**src/sv/dq_pkg.sv**
```systemverilog
// Shared types, sizes and ring-index helpers for the bounded deque with search.
// No dependencies; every other file in this folder imports it.
package dq_pkg;

  localparam int unsigned DEPTH       = 16;
  localparam int unsigned IDX_W       = $clog2(DEPTH);
  localparam int unsigned OCC_W       = $clog2(DEPTH + 1);
  localparam int unsigned VAL_W       = 32;
  localparam int unsigned REQ_W       = 3;
  localparam int unsigned STATUS_W    = 2;
  localparam int unsigned COUNT_W     = 5;
  localparam int unsigned CMDQ_DEPTH  = 2;
  localparam int unsigned CMDQ_IDX_W  = $clog2(CMDQ_DEPTH);
  localparam int unsigned CMDQ_CNT_W  = $clog2(CMDQ_DEPTH + 1);

  // Request codes as they arrive on the port.
  localparam logic [REQ_W-1:0] REQ_PUSH_FRONT = 3'd0;
  localparam logic [REQ_W-1:0] REQ_PUSH_BACK  = 3'd1;
  localparam logic [REQ_W-1:0] REQ_POP_FRONT  = 3'd2;
  localparam logic [REQ_W-1:0] REQ_POP_BACK   = 3'd3;
  localparam logic [REQ_W-1:0] REQ_SEARCH     = 3'd4;

  typedef enum logic [2:0] {
    OP_PUSH_FRONT,
    OP_PUSH_BACK,
    OP_POP_FRONT,
    OP_POP_BACK,
    OP_SEARCH,
    OP_NOP
  } op_e;

  typedef enum logic [STATUS_W-1:0] {
    ST_OK    = 2'd0,
    ST_EMPTY = 2'd1,
    ST_FULL  = 2'd2
  } status_e;

  typedef struct packed {
    op_e                     op;
    logic signed [VAL_W-1:0] value;
  } cmd_t;

  typedef struct packed {
    logic full;
    logic empty;
  } cmdq_stat_t;

  // (a + b) mod DEPTH for ring positions.
  function automatic logic [IDX_W-1:0] ring_add(input logic [IDX_W-1:0] a,
                                                input logic [IDX_W-1:0] b);
    logic [IDX_W:0] s;
    s = {1'b0, a} + {1'b0, b};
    if (s >= (IDX_W+1)'(DEPTH)) begin
      s = s - (IDX_W+1)'(DEPTH);
    end
    return s[IDX_W-1:0];
  endfunction

  // (a - 1) mod DEPTH.
  function automatic logic [IDX_W-1:0] ring_dec(input logic [IDX_W-1:0] a);
    logic [IDX_W-1:0] r;
    if (a == '0) begin
      r = IDX_W'(DEPTH - 1);
    end else begin
      r = a - IDX_W'(1);
    end
    return r;
  endfunction

  // (a - b) mod DEPTH: distance of position a from position b.
  function automatic logic [IDX_W-1:0] ring_sub(input logic [IDX_W-1:0] a,
                                                input logic [IDX_W-1:0] b);
    logic [IDX_W:0] s;
    if (a >= b) begin
      s = {1'b0, a} - {1'b0, b};
    end else begin
      s = {1'b0, a} + (IDX_W+1)'(DEPTH) - {1'b0, b};
    end
    return s[IDX_W-1:0];
  endfunction

endpackage

```
**src/sv/dq_front.sv**
```systemverilog
// Front end: accepts requests and decodes the request code into a command.
// Depends on dq_pkg.
module dq_front (
  input  logic                       start,
  output logic                       busy,
  input  logic [dq_pkg::REQ_W-1:0]   req_type_i,
  input  logic [dq_pkg::VAL_W-1:0]   item_value_i,
  input  dq_pkg::cmdq_stat_t         cmdq_stat_i,
  output logic                       cmdq_push_o,
  output dq_pkg::cmd_t               cmdq_data_o
);
  import dq_pkg::*;

  op_e op;

  always_comb begin
    case (req_type_i)
      REQ_PUSH_FRONT: op = OP_PUSH_FRONT;
      REQ_PUSH_BACK:  op = OP_PUSH_BACK;
      REQ_POP_FRONT:  op = OP_POP_FRONT;
      REQ_POP_BACK:   op = OP_POP_BACK;
      REQ_SEARCH:     op = OP_SEARCH;
      default:        op = OP_NOP;
    endcase
  end

  assign busy              = cmdq_stat_i.full;
  assign cmdq_push_o       = start && !cmdq_stat_i.full;
  assign cmdq_data_o.op    = op;
  assign cmdq_data_o.value = item_value_i;

endmodule

```
**src/sv/dq_cmdq.sv**
```systemverilog
// Small command queue between the front end and the execution back end.
// Depends on dq_pkg.
module dq_cmdq (
  input  logic               clk_i,
  input  logic               rst_ni,
  input  logic               push_i,
  input  dq_pkg::cmd_t       push_data_i,
  input  logic               pop_i,
  output dq_pkg::cmd_t       pop_data_o,
  output dq_pkg::cmdq_stat_t stat_o
);
  import dq_pkg::*;

  cmd_t                  mem_q [CMDQ_DEPTH];
  logic [CMDQ_IDX_W-1:0] wr_ptr_q, wr_ptr_d;
  logic [CMDQ_IDX_W-1:0] rd_ptr_q, rd_ptr_d;
  logic [CMDQ_CNT_W-1:0] cnt_q, cnt_d;
  logic                  do_push, do_pop;

  assign stat_o.full  = (cnt_q == CMDQ_CNT_W'(CMDQ_DEPTH));
  assign stat_o.empty = (cnt_q == '0);
  assign do_push      = push_i && !stat_o.full;
  assign do_pop       = pop_i && !stat_o.empty;
  assign pop_data_o   = mem_q[rd_ptr_q];

  always_comb begin
    wr_ptr_d = wr_ptr_q;
    rd_ptr_d = rd_ptr_q;
    cnt_d    = cnt_q;
    if (do_push) begin
      wr_ptr_d = (wr_ptr_q == CMDQ_IDX_W'(CMDQ_DEPTH - 1)) ? '0 : wr_ptr_q + 1'b1;
    end
    if (do_pop) begin
      rd_ptr_d = (rd_ptr_q == CMDQ_IDX_W'(CMDQ_DEPTH - 1)) ? '0 : rd_ptr_q + 1'b1;
    end
    if (do_push && !do_pop) begin
      cnt_d = cnt_q + 1'b1;
    end else if (do_pop && !do_push) begin
      cnt_d = cnt_q - 1'b1;
    end
  end

  always_ff @(posedge clk_i or negedge rst_ni) begin
    if (!rst_ni) begin
      wr_ptr_q <= '0;
      rd_ptr_q <= '0;
      cnt_q    <= '0;
    end else begin
      wr_ptr_q <= wr_ptr_d;
      rd_ptr_q <= rd_ptr_d;
      cnt_q    <= cnt_d;
    end
  end

  always_ff @(posedge clk_i) begin
    if (do_push) begin
      mem_q[wr_ptr_q] <= push_data_i;
    end
  end

endmodule

```
**src/sv/dq_back.sv**
```systemverilog
// Back end: holds the ring of entries, front pointer and occupancy, executes
// one command per cycle and registers the result. Depends on dq_pkg.
module dq_back (
  input  logic                        clk_i,
  input  logic                        rst_ni,
  input  logic                        cmd_valid_i,
  input  dq_pkg::cmd_t                cmd_i,
  output logic                        cmd_pop_o,
  output logic                        done_o,
  output logic [dq_pkg::STATUS_W-1:0] status_o,
  output logic                        found_o,
  output logic [dq_pkg::COUNT_W-1:0]  count_o
);
  import dq_pkg::*;

  logic [VAL_W-1:0] entry_q [DEPTH];
  logic [IDX_W-1:0] front_q, front_d;
  logic [OCC_W-1:0] occ_q, occ_d;

  logic             wr_en;
  logic [IDX_W-1:0] wr_idx;
  logic [DEPTH-1:0] hit;
  logic             q_full, q_empty;
  status_e          status;
  logic             found;

  logic                done_q;
  logic [STATUS_W-1:0] status_q;
  logic                found_q;
  logic [COUNT_W-1:0]  count_q;

  assign q_full    = (occ_q == OCC_W'(DEPTH));
  assign q_empty   = (occ_q == '0);
  assign cmd_pop_o = cmd_valid_i;

  // Compare every live entry against the search value in parallel.
  always_comb begin
    for (int i = 0; i < DEPTH; i++) begin
      hit[i] = (OCC_W'(ring_sub(IDX_W'(i), front_q)) < occ_q) &&
               (entry_q[i] == cmd_i.value);
    end
  end

  always_comb begin
    front_d = front_q;
    occ_d   = occ_q;
    wr_en   = 1'b0;
    wr_idx  = ring_add(front_q, IDX_W'(occ_q));
    status  = ST_OK;
    found   = 1'b0;
    case (cmd_i.op)
      OP_PUSH_FRONT: begin
        if (q_full) begin
          status = ST_FULL;
        end else begin
          front_d = ring_dec(front_q);
          wr_idx  = front_d;
          wr_en   = 1'b1;
          occ_d   = occ_q + 1'b1;
        end
      end
      OP_PUSH_BACK: begin
        if (q_full) begin
          status = ST_FULL;
        end else begin
          wr_en = 1'b1;
          occ_d = occ_q + 1'b1;
        end
      end
      OP_POP_FRONT: begin
        if (q_empty) begin
          status = ST_EMPTY;
        end else begin
          front_d = ring_add(front_q, IDX_W'(1));
          occ_d   = occ_q - 1'b1;
        end
      end
      OP_POP_BACK: begin
        if (q_empty) begin
          status = ST_EMPTY;
        end else begin
          occ_d = occ_q - 1'b1;
        end
      end
      OP_SEARCH: begin
        found = |hit;
      end
      default: begin
      end
    endcase
  end

  always_ff @(posedge clk_i or negedge rst_ni) begin
    if (!rst_ni) begin
      front_q <= '0;
      occ_q   <= '0;
      done_q  <= 1'b0;
    end else begin
      done_q <= cmd_valid_i;
      if (cmd_valid_i) begin
        front_q <= front_d;
        occ_q   <= occ_d;
      end
    end
  end

  always_ff @(posedge clk_i) begin
    if (cmd_valid_i) begin
      status_q <= status;
      found_q  <= found;
      count_q  <= COUNT_W'(occ_d);
      if (wr_en) begin
        entry_q[wr_idx] <= cmd_i.value;
      end
    end
  end

  assign done_o   = done_q;
  assign status_o = status_q;
  assign found_o  = found_q;
  assign count_o  = count_q;

endmodule

```
**src/sv/bounded_deque_with_search.sv**
```systemverilog
// Top level of the bounded deque with search: front end, command queue, back end.
// Depends on dq_pkg, dq_front, dq_cmdq and dq_back.
//
//   channel   handshake          payload
//   request   start / busy       req_type_i, item_value_i
//   result    done_o (strobe)    status_o, found_o, count_o
//
// A request is decoded and written into the two-entry command queue; the back
// end reads it from there, executes one command per cycle and registers its
// result, which strobes on done_o.
// Throughput is one item per cycle while busy is low, set by the parallel search.
// Reset clears front pointer, occupancy and queue; entry contents stay unset.
// The receiver cannot stall; busy rises only when the command queue is full.
module bounded_deque_with_search (
  input  logic                        clk_i,
  input  logic                        rst_ni,
  input  logic                        start,
  output logic                        busy,
  input  logic [dq_pkg::REQ_W-1:0]    req_type_i,
  input  logic [dq_pkg::VAL_W-1:0]    item_value_i,
  output logic                        done_o,
  output logic [dq_pkg::STATUS_W-1:0] status_o,
  output logic                        found_o,
  output logic [dq_pkg::COUNT_W-1:0]  count_o
);
  import dq_pkg::*;

  cmdq_stat_t cmdq_stat;
  logic       cmdq_push;
  cmd_t       cmdq_wdata;
  logic       cmdq_pop;
  cmd_t       cmdq_rdata;

  dq_front u_front (
    .start        (start),
    .busy         (busy),
    .req_type_i   (req_type_i),
    .item_value_i (item_value_i),
    .cmdq_stat_i  (cmdq_stat),
    .cmdq_push_o  (cmdq_push),
    .cmdq_data_o  (cmdq_wdata)
  );

  dq_cmdq u_cmdq (
    .clk_i       (clk_i),
    .rst_ni      (rst_ni),
    .push_i      (cmdq_push),
    .push_data_i (cmdq_wdata),
    .pop_i       (cmdq_pop),
    .pop_data_o  (cmdq_rdata),
    .stat_o      (cmdq_stat)
  );

  dq_back u_back (
    .clk_i       (clk_i),
    .rst_ni      (rst_ni),
    .cmd_valid_i (!cmdq_stat.empty),
    .cmd_i       (cmdq_rdata),
    .cmd_pop_o   (cmdq_pop),
    .done_o      (done_o),
    .status_o    (status_o),
    .found_o     (found_o),
    .count_o     (count_o)
  );

endmodule
```
**config.mk**
```make
export PLATFORM = sky130hd
export DESIGN_NAME = bounded_deque_with_search
export DESIGN_NICKNAME = d
export VERILOG_FILES = /design/src/sv/dq_pkg.sv /design/src/sv/dq_front.sv /design/src/sv/dq_cmdq.sv /design/src/sv/dq_back.sv /design/src/sv/bounded_deque_with_search.sv
export SDC_FILE = /design/constraint.sdc
export NUM_CORES = 1
export LEC_CHECK = 0
export BUFFER_PORTS_ARGS = -buffer_cell sky130_fd_sc_hd__buf_2
export CAP_MARGIN = 5
export CORE_ASPECT_RATIO = 0.6
export CORE_MARGIN = 5
export CORE_UTILIZATION = 35
export DETAILED_ROUTE_END_ITERATION = 8
export MAX_ROUTING_LAYER = met4
export SYNTH_ARGS = -nofsm -noshare
export SYNTH_HDL_FRONTEND = slang
export SYNTH_SLANG_ARGS = --single-unit
```
**constraint.sdc**
```tcl
create_clock -name clk_i -period 3.66 [get_ports clk_i]
set_input_delay 0 -clock clk_i [delete_from_list [all_inputs] [get_ports clk_i]]
set_output_delay 0 -clock clk_i [all_outputs]
set_load 0.01 [all_outputs]
```
==> flow_results.xml <==
<?xml version="1.0" encoding="UTF-8"?>
<metrics>
  <group name="floorplanning">
    <metric name="io_pins" unit="">48</metric>
    <metric name="die_height" unit="um">224</metric>
    <metric name="row_count" unit="">78</metric>
    <metric name="die_area" unit="um^2">82000</metric>
    <metric name="die_x" unit="um">366</metric>
    <metric name="fp.coreArea" unit="um^2">75500</metric>
    <metric name="floorplan.initialDensity" unit="">0.353</metric>
  </group>
  <group name="cts">
    <metric name="clk_latency" unit="ns">0.62</metric>
    <metric name="tritoncts" unit="">built</metric>
    <metric name="clk_path_buf_depth" unit="">3</metric>
    <metric name="tritoncts_buffers" unit="">51</metric>
    <metric name="clk_pin_slew_worst_paths" unit="ns">0.07</metric>
    <metric name="clock_sinks" unit="">604</metric>
    <metric name="htree_levels" unit="">2</metric>
    <metric name="cts_root_buf" unit="">sky130_fd_sc_hd__clkbuf_16</metric>
  </group>
  <group name="yosys">
    <metric name="synth-adder-area-share" unit="">0.0214</metric>
    <metric name="ys_ff_latch" unit="">604</metric>
    <metric name="yosys_warnings" unit="">0</metric>
    <metric name="synth_mux_area_frac" unit="">0.0310</metric>
    <metric name="post_synth_inst_count" unit="">1640</metric>
    <metric name="synth-seq-area-share" unit="">0.677</metric>
    <metric name="synth-xor-area-share" unit="">0.175</metric>
    <metric name="mean_syn_cell_area" unit="um^2">16.3</metric>
    <metric name="syn-cell-area" unit="um^2">26700</metric>
    <metric name="synthSimpleGateAreaFrac" unit="">0.0508</metric>
    <metric name="synthDistinctLibCells" unit="">48</metric>
    <metric name="synth_top_area_frac" unit="">0.664</metric>
    <metric name="post_synth_main_area_contributors" unit="">sky130_fd_sc_hd__edfxtp_1 (66%), sky130_fd_sc_hd__xor2_1 (15%), sky130_fd_sc_hd__nand4_1 (2.7%)</metric>
    <metric name="synth_enable_flop_cells" unit="">590</metric>
    <metric name="net_count_of_the_mapped_netlist" unit="">1723</metric>
    <metric name="yosys_most_used_dff" unit="">sky130_fd_sc_hd__edfxtp_1</metric>
    <metric name="synthDominantAreaCellType" unit="">sky130_fd_sc_hd__edfxtp_1</metric>
    <metric name="synth_compound_area_frac" unit="">0.0192</metric>
    <metric name="largest_family_of_logic_cells_by_synthesized_area" unit="">XOR/XNOR gates</metric>
    <metric name="asyncSetResetFlopFracSynth" unit="">0.0232</metric>
  </group>
  <group name="setup_path">
    <metric name="crit_path_slowest_cell" unit="">sky130_fd_sc_hd__nor4_1</metric>
    <metric name="cp-end-kind" unit="">register</metric>
    <metric name="cp_max_fo" unit="">6</metric>
    <metric name="timing.critical_path.arrival" unit="ns">3.96</metric>
    <metric name="crit_buf_inv" unit="">4</metric>
    <metric name="crit_path_frequent_cell" unit="">sky130_fd_sc_hd__buf_4</metric>
    <metric name="critPathKind" unit="">register to register</metric>
    <metric name="critical_path.cell_chain" unit="">buf_4, buf_4, mux2i_4, buf_4, xor2_1, nand4_1, nor4_1, buf_4, o211ai_1, o2111ai_1, nor4_2, nor4_2</metric>
    <metric name="cpLargestDelayFamily" unit="">simple AND/OR/NAND/NOR gates</metric>
    <metric name="cp.required" unit="ns">4.08</metric>
    <metric name="worstSetupStartpointType" unit="">register</metric>
    <metric name="critical-path-max-stage-delay" unit="ns">0.54</metric>
  </group>
  <group name="global_routing">
    <metric name="grt_pass1_vias" unit="">14400</metric>
    <metric name="global_route.usage.total" unit="">0.200</metric>
    <metric name="wire_length_of_the_first_global_routing_pass" unit="um">113000</metric>
    <metric name="maximum_number_of_pins_on_one_net_before_global_route_repair" unit="">36</metric>
    <metric name="antenna_found_initial" unit="">6</metric>
    <metric name="globalRoute.totalOverflow" unit="">0</metric>
  </group>
  <group name="sta">
    <metric name="final-max-slew-violation-count" unit="">0</metric>
    <metric name="fmaxAchievable" unit="GHz">0.282</metric>
    <metric name="grt_setup_unrepaired" unit="">no</metric>
    <metric name="timing.final.setup_violations" unit="">0</metric>
    <metric name="finalCritPeriodShare" unit="">0.968</metric>
    <metric name="whs" unit="ns">0.109</metric>
    <metric name="min_period" unit="ns">3.54</metric>
    <metric name="max_slew.worst_pin.slew" unit="ns">1.22</metric>
    <metric name="setup_tns" unit="ns">0</metric>
    <metric name="timing.final.hold_violations" unit="">0</metric>
    <metric name="fin_worst_skew" unit="ns">0.0326</metric>
    <metric name="timing.max_slew.rel_slack" unit="">0.189</metric>
  </group>
  <group name="hold_path">
    <metric name="worstHoldPathType" unit="">primary input to register</metric>
  </group>
  <group name="finish">
    <metric name="multi_input_gate_area" unit="um^2">8090</metric>
    <metric name="final_layout_size_suffix_gt1_frac" unit="">0.158</metric>
    <metric name="ff_latch_area" unit="um^2">18100</metric>
    <metric name="num-nets-final" unit="">1937</metric>
    <metric name="areaGrowthSynthToFinish" unit="%">17.3</metric>
    <metric name="layout.filler_cells" unit="">6798</metric>
    <metric name="final_util" unit="">0.414</metric>
    <metric name="instances_no_fill" unit="">2899</metric>
  </group>
  <group name="routing">
    <metric name="detail_route.first_pass.iterations" unit="">5</metric>
    <metric name="route.detailed.vias_per_inst" unit="">5.28</metric>
    <metric name="drt_drc_violations_left" unit="">0</metric>
    <metric name="count_of_vias_placed_by_the_detailed_router" unit="">15300</metric>
    <metric name="totalWireLength" unit="um">81000</metric>
    <metric name="ant_nets" unit="">0</metric>
    <metric name="detailedRoute.firstIterationViolations" unit="">2141</metric>
    <metric name="detail_route.wl_per_cell" unit="um">28.0</metric>
  </group>
  <group name="place">
    <metric name="placed_cells" unit="">2756</metric>
    <metric name="gp_routability_congestion" unit="">0.945</metric>
    <metric name="hpwlAfterDp" unit="um">51900</metric>
    <metric name="port-buffer-count" unit="">47</metric>
  </group>
  <group name="power">
    <metric name="irDropWorstVdd" unit="uV">430</metric>
    <metric name="p_leak" unit="nW">10.8</metric>
    <metric name="power_density" unit="nW/um^2">861</metric>
  </group>
  <group name="run">
    <metric name="max-cap-violations" unit="">0</metric>
  </group>
  <group name="outcome">
    <metric name="outcome" unit="">finished clean</metric>
  </group>
</metrics>
state kept, by name, indices dropped and copies added, names as in the netlist, 2 cells and up:
register and cells:
u_back.count_o 5, u_back.entry_q 512, u_back.front_q 4, u_back.occ_q 5, u_back.status_o 2, u_cmdq.cnt_q 2, u_cmdq.mem_q 70
power breakdown:
group	switching, mW	internal, mW
clock network	2.57	2.96
logic	7.69	3.65
registers	0.510	9.55
final cells by class:
cell class,instances,area share
clock inverter,31,0.00800
tap,1000,0.0400
antenna,2,0.000160
timing repair buffer,202,0.0648
inverter,59,0.00708
multi-input combinational,936,0.258
sequential,604,0.577
clock buffer,65,0.0441
worst paths after layout:
kind	startpoint	endpoint	slack, ns	cells after the start
max	u_cmdq.rd_ptr_q$_DFFE_PN0N_	u_back.found_o$_SDFFCE_PP0N_	0.12	12
max reg2reg	u_cmdq.rd_ptr_q$_DFFE_PN0N_	u_back.found_o$_SDFFCE_PP0N_	0.12	12
max in group asynchronous	rst_ni	u_cmdq.rd_ptr_q$_DFFE_PN0N_	2.62	3
min reg2reg	u_cmdq.cnt_q[1]$_DFFE_PN0P_	u_cmdq.cnt_q[1]$_DFFE_PN0P_	0.51	1
min in group asynchronous	rst_ni	u_cmdq.cnt_q[0]$_DFFE_PN0P_	0.51	3
min	item_value_i[13]	u_cmdq.mem_q[0][13]$_DFFE_PP_	0.11	2
cells in the mapped netlist, types with 2 or more instances:
master and count:
sky130_fd_sc_hd__edfxtp_1 590, sky130_fd_sc_hd__xor2_1 450, sky130_fd_sc_hd__nand4_1 116, sky130_fd_sc_hd__xnor2_1 75, sky130_fd_sc_hd__inv_1 58, sky130_fd_sc_hd__nor4_1 45, sky130_fd_sc_hd__ha_1 44, sky130_fd_sc_hd__nor2_1 34
sky130_fd_sc_hd__mux2i_4 32, sky130_fd_sc_hd__a21oi_1 29, sky130_fd_sc_hd__buf_6 24, sky130_fd_sc_hd__nand2_1 20, sky130_fd_sc_hd__o21ai_0 15, sky130_fd_sc_hd__dfrtp_1 14, sky130_fd_sc_hd__o211ai_1 12, sky130_fd_sc_hd__a21o_1 10
sky130_fd_sc_hd__mux2_2 6, sky130_fd_sc_hd__nand2b_1 6, sky130_fd_sc_hd__buf_8 5, sky130_fd_sc_hd__buf_12 4, sky130_fd_sc_hd__clkbuf_1 4, sky130_fd_sc_hd__mux2i_1 4, sky130_fd_sc_hd__nand3_1 4, sky130_fd_sc_hd__o2111ai_1 4
sky130_fd_sc_hd__xor2_2 4, sky130_fd_sc_hd__and3_1 3, sky130_fd_sc_hd__nor2b_1 3, sky130_fd_sc_hd__a31oi_1 2, sky130_fd_sc_hd__buf_4 2, sky130_fd_sc_hd__o21bai_1 2, sky130_fd_sc_hd__or3_1 2
timing repair:
action	in CTS	in global routing
setup buffers	0	6
endpoints found under the setup margin	1	1
hold buffers	39	0
hold endpoints to repair	86	0
gates resized for setup	2	4
gates cloned	0	0
pin swaps	0	2
kinds of logic after synthesis:
group                      count (synthesis)
muxes                                     42
DFF                                      604
AOI/OAI and AO/OA                         82
adders and majority gates                 45
xor gates and xnor gates                 529
buffers and inverters                    100
and+or+nand+nor                          238
worst reg2reg max path, stage by stage (launching register included):
cell                        delay, ns
sky130_fd_sc_hd__dfrtp_4         0.50
sky130_fd_sc_hd__buf_4           0.21
sky130_fd_sc_hd__buf_4           0.22
sky130_fd_sc_hd__mux2i_4         0.51
sky130_fd_sc_hd__buf_4           0.32
sky130_fd_sc_hd__xor2_1          0.19
sky130_fd_sc_hd__nand4_1         0.12
sky130_fd_sc_hd__nor4_1          0.54
sky130_fd_sc_hd__buf_4           0.20
sky130_fd_sc_hd__o211ai_1        0.09
sky130_fd_sc_hd__o2111ai_1       0.15
sky130_fd_sc_hd__nor4_2          0.14
sky130_fd_sc_hd__nor4_2          0.15
per-layer routing:
metal | vias to the layer above | global-route usage | share of wire | wire length [um]
li1 | 6455 | - | - | -
met1 | 7907 | 0.306 | 0.46 | 37600
met2 | 857 | 0.261 | 0.39 | 31900
met3 | 80 | 0.0621 | 0.13 | 10500
met4 | 0 | 0.0290 | 0.013 | 1060
met5 | - | - | 0 | 0
through the flow:
step                cell area [um^2]  worst slack [ns]  power [mW]
floorplan                      26700            -0.245        16.4
global placement               29200            -0.431        21.1
detailed placement             29200            -0.482        21.2
CTS                            31200           0.00165        26.8
global route                   31300            0.0453        28.0
finish                         31300             0.117        26.9
cells in the final DEF (no fill, tap or decap), types with 42 or more instances in the layout:
cell type and count:
sky130_fd_sc_hd__edfxtp_1 590, sky130_fd_sc_hd__xor2_1 450, sky130_fd_sc_hd__nand4_1 116, sky130_fd_sc_hd__xnor2_1 75, sky130_fd_sc_hd__buf_4 73, sky130_fd_sc_hd__inv_1 58
sky130_fd_sc_hd__clkbuf_16 53, sky130_fd_sc_hd__buf_2 47, sky130_fd_sc_hd__ha_1 44, sky130_fd_sc_hd__nor4_1 42, sky130_fd_sc_hd__buf_12 42
No activity file was read; power rests on OpenSTA's default activity.
